### config.mk
export PLATFORM = sky130hd
export DESIGN_NAME = qvr_div_stage
export DESIGN_NICKNAME = d
export VERILOG_FILES = /design/src/hw/rtl/quaternion_vector_rotate_core_macros.svh /design/src/hw/rtl/qvr_pkg.sv /design/src/hw/rtl/qvr_div_stage.sv
export SDC_FILE = /design/constraint.sdc
export NUM_CORES = 1
export LEC_CHECK = 0
export ABC_CLOCK_PERIOD_IN_PS = 1700
export BUFFER_PORTS_ARGS = -buffer_cell sky130_fd_sc_hd__buf_2
export CORE_AREA = 2 2 277 279
export DETAILED_ROUTE_END_ITERATION = 10
export DIE_AREA = 0 0 279 281
export HOLD_SLACK_MARGIN = 0.03
export MAX_ROUTING_LAYER = met4
export SKIP_CTS_REPAIR_TIMING = 1
export SYNTH_ARGS = -nofsm -noshare
export SYNTH_HDL_FRONTEND = slang
export SYNTH_SLANG_ARGS = --single-unit
### constraint.sdc
create_clock -name clk -period 1.7 [get_ports clk]
set_input_delay 0.085 -clock clk [delete_from_list [all_inputs] [get_ports clk]]
set_output_delay 0.085 -clock clk [all_outputs]
set_load 0.02 [all_outputs]
### src/hw/rtl/quaternion_vector_rotate_core_macros.svh
// Assertion macros shared by the quaternion rotation core.
`ifndef QUATERNION_VECTOR_ROTATE_CORE_MACROS_SVH
`define QUATERNION_VECTOR_ROTATE_CORE_MACROS_SVH

// Same-cycle implication, checked outside reset.
`define QVR_ASSERT_IMPL(label, clk, rst_n, ante, cons, msg) \
    label: assert property (@(posedge clk) disable iff (!rst_n) (ante) |-> (cons)) \
        else $error(msg);

// Next-cycle implication, checked outside reset.
`define QVR_ASSERT_NEXT(label, clk, rst_n, ante, cons, msg) \
    label: assert property (@(posedge clk) disable iff (!rst_n) (ante) |=> (cons)) \
        else $error(msg);

`endif

### src/hw/rtl/qvr_pkg.sv
// Shared types and constants of the quaternion rotation core.
package qvr_pkg;

    // Default component width of quaternion and vector.
    localparam int COMPONENT_BITS_DEF = 16;

    // Sideband that travels with each beat through the pipeline.
    typedef struct packed {
        logic       valid;
        logic       err;
        logic [2:0] neg;
    } qvr_ctl_t;

endpackage

### src/hw/rtl/qvr_div_stage.sv
// One restoring-division step for all three lanes.
module qvr_div_stage #(
    parameter int CB   = 16,
    parameter int STEP = 0
) (
    input  logic              clk,
    input  logic              rst_n,
    input  logic              en,
    input  qvr_pkg::qvr_ctl_t ctl_in,
    input  logic [3*CB+4:0]   dvd_in [3],
    input  logic [2*CB+1:0]   dvs_in,
    input  logic [2*CB+2:0]   rem_in [3],
    input  logic [CB:0]       quo_in [3],
    output qvr_pkg::qvr_ctl_t ctl_out,
    output logic [3*CB+4:0]   dvd_out [3],
    output logic [2*CB+1:0]   dvs_out,
    output logic [2*CB+2:0]   rem_out [3],
    output logic [CB:0]       quo_out [3]
);
    import qvr_pkg::*;

    localparam int QB  = CB + 1;
    localparam int RW  = 2 * CB + 3;
    localparam int BIT = QB - 1 - STEP;

    logic [RW-1:0] rem_reg [3];
    logic [RW-1:0] rem_next [3];
    logic [QB-1:0] quo_reg [3];
    logic [QB-1:0] quo_next [3];
    logic [3*CB+4:0] dvd_reg [3];
    logic [2*CB+1:0] dvs_reg;
    qvr_ctl_t        ctl_reg;
    logic [RW-1:0]   trial [3];
    logic            fits [3];

    // Bring down one dividend bit and subtract where the divisor fits.
    always_comb
    begin
        for (int i = 0; i < 3; i++)
        begin
            trial[i]    = {rem_in[i][RW-2:0], dvd_in[i][BIT]};
            fits[i]     = trial[i] >= RW'(dvs_in);
            rem_next[i] = fits[i] ? trial[i] - RW'(dvs_in) : trial[i];
            quo_next[i] = {quo_in[i][QB-2:0], fits[i]};
        end
    end

    always_ff @(posedge clk or negedge rst_n)
    begin
        if (!rst_n)
        begin
            ctl_reg <= '0;
        end
        else if (en)
        begin
            ctl_reg <= ctl_in;
        end
    end

    always_ff @(posedge clk)
    begin
        if (en)
        begin
            rem_reg <= rem_next;
            quo_reg <= quo_next;
            dvd_reg <= dvd_in;
            dvs_reg <= dvs_in;
        end
    end

    assign ctl_out = ctl_reg;
    assign dvd_out = dvd_reg;
    assign dvs_out = dvs_reg;
    assign rem_out = rem_reg;
    assign quo_out = quo_reg;

endmodule

## Word-level counts from Yosys, hierarchy flattened

Index checks and enable logic that the tools add are counted.
Widths: inputs -> output; s select.

- Output and inout port bits: 354
- Bits in registers: 354
- Input port bits: 357

- Multiplexer cells: 3
- $add $sub $neg: 3
- $lt $le $gt $ge: 3

Operators with widths:

| kind | number |
|---|---|
| $ge 35x34->1 | 3 |
| $mux 35 | 3 |
| $sub 35x34->35 | 3 |

## Logic depth before layout (Yosys ltp)

- Word-level depth: 2
- Depth in mapped cells: 15

## Least setup slack after synthesis

OpenSTA, ideal clock, no wires.

- Path type: input to register
- Start: input port dvs_in[1]
- End: register rem_reg (netlist bit rem_out[102]), data pin
- Path buffers: 1
- Library setup time: 262 ps
- Stages on the path: 13
- Data arrival time: 2630 ps
- Required time: 1438 ps
- Slack: -1192 ps
- Cells stage by stage: inv_1 > ha_1 > nor2b_1 > o21ai_1 > a21o_1 > and3_4 > o221ai_4 > a31oi_4 > o21ai_2 > a311oi_4 > o41ai_4 > buf_4 > mux2_1

RTL lines:

| what | line | source |
|---|---|---|
| start: declaration | qvr_div_stage.sv:11 | `input logic [2*CB+1:0] dvs_in,` |
| end signal: assignment | qvr_div_stage.sv:64 | `rem_reg <= rem_next;` |
| end: declaration | qvr_div_stage.sv:26 | `logic [RW-1:0] rem_reg [3];` |

==> results.md <==
* Status: finished with violations
* Failing checks: hold timing, setup timing
* Syn Area/Cell at 12.67 µm²
* CP Data Arrival Time at 2.93 ns
* Max_slew headroom at 0.7039
* Crit path max fanout at 6
* Ys async rst share at 0.01412
* Post-synth top area cell: edfxtp_1
* Power per standard cell area at ~900 nW/µm²
* Cells after synthesis at 1367
* Synth Register Bits at roughly 350
* Slowest CP cell: mux2_2
* Tmin final at between 2 and 3 ns
* Final setup viols at around 110
* Die W at 279 µm
* Site row count at 101
* Vias per cell at 4.416
* Detailed placer's ending HPWL at 60300 µm
* Setup TNS at -82.51 ns
* Top cells by area, synth: edfxtp_1, ha_1, a21oi_1
* Initial antenna violation count at 28
* Num CTS Buffers at 43
* Syn. warnings at 0
* Final Cycle Share at 1.538
* Crit-path cells: buf_8, clkinvlp_4, buf_6, buf_6, ha_4, nor2b_4, o21ai_2, a21oi_2, a21oi_2, o21ai_4, a31oi_4, o22ai_2, o21a_1, a21oi_4, buf_12, buf_12, mux2_2
* CTS H-tree lvls at 2
* Sequential-to-total area share from yosys stat at 0.6121
* CP max stage delay at around 0.33 ns
* GR Overflow Total at 0
* Antenna-violating nets left at 0
* Max-cap check violation count at 0
* Worst Hold Class: in2reg
* Top_reg_cell synth: edfxtp_1
* Die Y at between 200 and 300 µm
* CTS tree: built
* Top-area cell type share of the netlist area at 0.6049
* EDFF count, synth at about 350
* Post-route cell area at 31960 µm²
* Fraction of layout cells with a size suffix above 1 at 0.5043
* Clk root buf: clkbuf_16
* Reg clk slew, reported paths at around 0.050 ns
* Pin count of the biggest net entering global routing at 83
* Unrepaired setup endpoints after global routing: true
* CP Class: in2reg
* Fin util at 0.4237
* Global Route Usage Sum at 0.1791
* Synthesized net count at 1829
* Achievable Freq at roughly 380 MHz
* Mean routed wirelength per cell at just over 20 µm
* Num ports at 711
* Clock skew at 0 ns
* Slew Limit Fails at 0
* Count of cell types in the netlist at 64
* Clk sinks at around 350
* # DRC at 0
* Area post-placement at about 25000 µm²
* Layout Area Growth over Synthesis at 84.47%
* Critical Path End Type: register
* Setup ws final at -0.9151 ns
* Crit start category: input pin
* Vias in the first global route at 15170
* Area of the core at 75440 µm²
* Worst-margin pin slew at 0.4441 ns
* CTS max path bufs at 3
* Routability cong. at between 0.8 and 0.9
* Post-Synthesis Cell Area at 17330 µm²
* Hold_ws at -0.2999 ns
* DR iter-0 viols at around 800
* CP required at 2.01 ns
* Pre-CTS WS at -1.650 ns
* Starting Density at 0.2297
* I/O Buffers at 704
* Clock Latency Late Sink at about 0.58 ns
* Routed wire length at between 80000 and 90000 µm
* First-pass iteration count of the detailed router at 5
* First-pass GRT wire length at 98880 µm
* Vias at ~17000
* Worst vdd ir at slightly below 0.0007 V
* Fin. Hold Viols at 1
* Fin nets at about 3300
* Die Area at between 70000 and 80000 µm²
* Leakage at between 10 and 15 nW
[cells by family after synthesis]
group | Yosys count | share of synthesized area
compound gates | 377 | 0.1354
flops | 354 | 0.6121
simple gates | 301 | 0.08319
buf+inv | 108 | 0.02614
fa+ha+maj | 105 | 0.07712
xor+xnor | 91 | 0.04600
mux | 31 | 0.02008
[layout by cell type, fill, tap and decap left out, types with 20 or more instances in the layout]
master,Yosys,layout
nor2_1,86,44
buf_2,11,699
o21ai_2,1,23
inv_1,67,55
nand2_1,85,71
buf_4,7,382
o21ai_0,83,37
dlygate4sd3_1,0,350
xor2_1,36,36
nor2_4,0,29
nand4_1,27,27
a21oi_2,3,47
edfxtp_1,349,349
buf_6,1,20
clkbuf_16,0,53
a21o_1,56,55
xnor2_1,55,53
o21ai_1,8,29
a21oi_1,144,98
ha_1,102,78
[state kept, by name, summed over array words and instances (netlist names)]
signal	flops
quo_out	51
ctl_out	5
rem_out	105
dvs_out	34
dvd_out	159
[cell type report]
class                   instances  area, µm²
flip-flops and latches        354      10610
diodes                         16      40.04
multi-input cells             905       7477
clock inverters                21      172.7
well taps                     978       1224
inverters                      67      274.0
clock buffers                  59       1207
fillers                      7041      43480
repair buffers               1497      10960
[worst max-delay path, delay by kind of cell]
kind / cells / cell delay [ns]
AO/OA/AOI/OAI: 8 / 1.29
buffers and inverters: 6 / 0.86
multiplexers: 1 / 0.33
adder cells (fa/ha/maj): 1 / 0.22
AND/OR/NAND/NOR: 1 / 0.12
[through the flow]
| stage | std cells | power (mW) |
|---|---|---|
| global placement | 3402 | 18.16 |
| floorplan | 1367 | 14.62 |
| finish | 3897 | 28.76 |
| CTS | 3482 | 27.40 |
| detailed placement | 3402 | 18.17 |
| global route | 3895 | 30.02 |
[path summary, 6_finish.rpt]
check                               to  slack [ns]  cells past startpoint        from
hold / removal              dvs_out[1]       -0.30                      1   dvs_in[1]
setup / recovery           rem_out[54]       -0.92                     17   dvs_in[1]
setup reg to reg            ctl_out[1]        0.93                      1  ctl_out[1]
min in group asynchronous   ctl_out[1]        0.46                      3       rst_n
hold reg to reg             ctl_out[3]        0.51                      1  ctl_out[3]
max in group asynchronous   ctl_out[2]        1.05                      3       rst_n
[where the power goes]
group          internal [mW]  switching, mW  leakage, nW
combinational           4.03           4.65         9.87
clock                   5.18           3.91        0.664
sequential              10.7          0.300         3.47
[cell usage after synthesis (14+ instances only)]
cell / number
a21o_1: 56
a21oi_1: 144
clkbuf_1: 20
edfxtp_1: 349
ha_1: 102
inv_1: 67
mux2_2: 19
nand2_1: 85
nand2b_1: 14
nand3_1: 22
nand4_1: 27
nor2_1: 86
nor2b_1: 21
o21ai_0: 83
o21bai_1: 17
xnor2_1: 55
xor2_1: 36
[routing by layer]
layer | global-route usage | vias up | part of all wire
met5 | - | - | 0
met4 | 0.07003 | 0 | 0.047
met3 | 0.03558 | 165 | 0.049
met2 | 0.3312 | 597 | 0.54
met1 | 0.1864 | 8274 | 0.37
li1 | - | 8174 | -
Note: power is estimated with default switching activity, not from simulation.
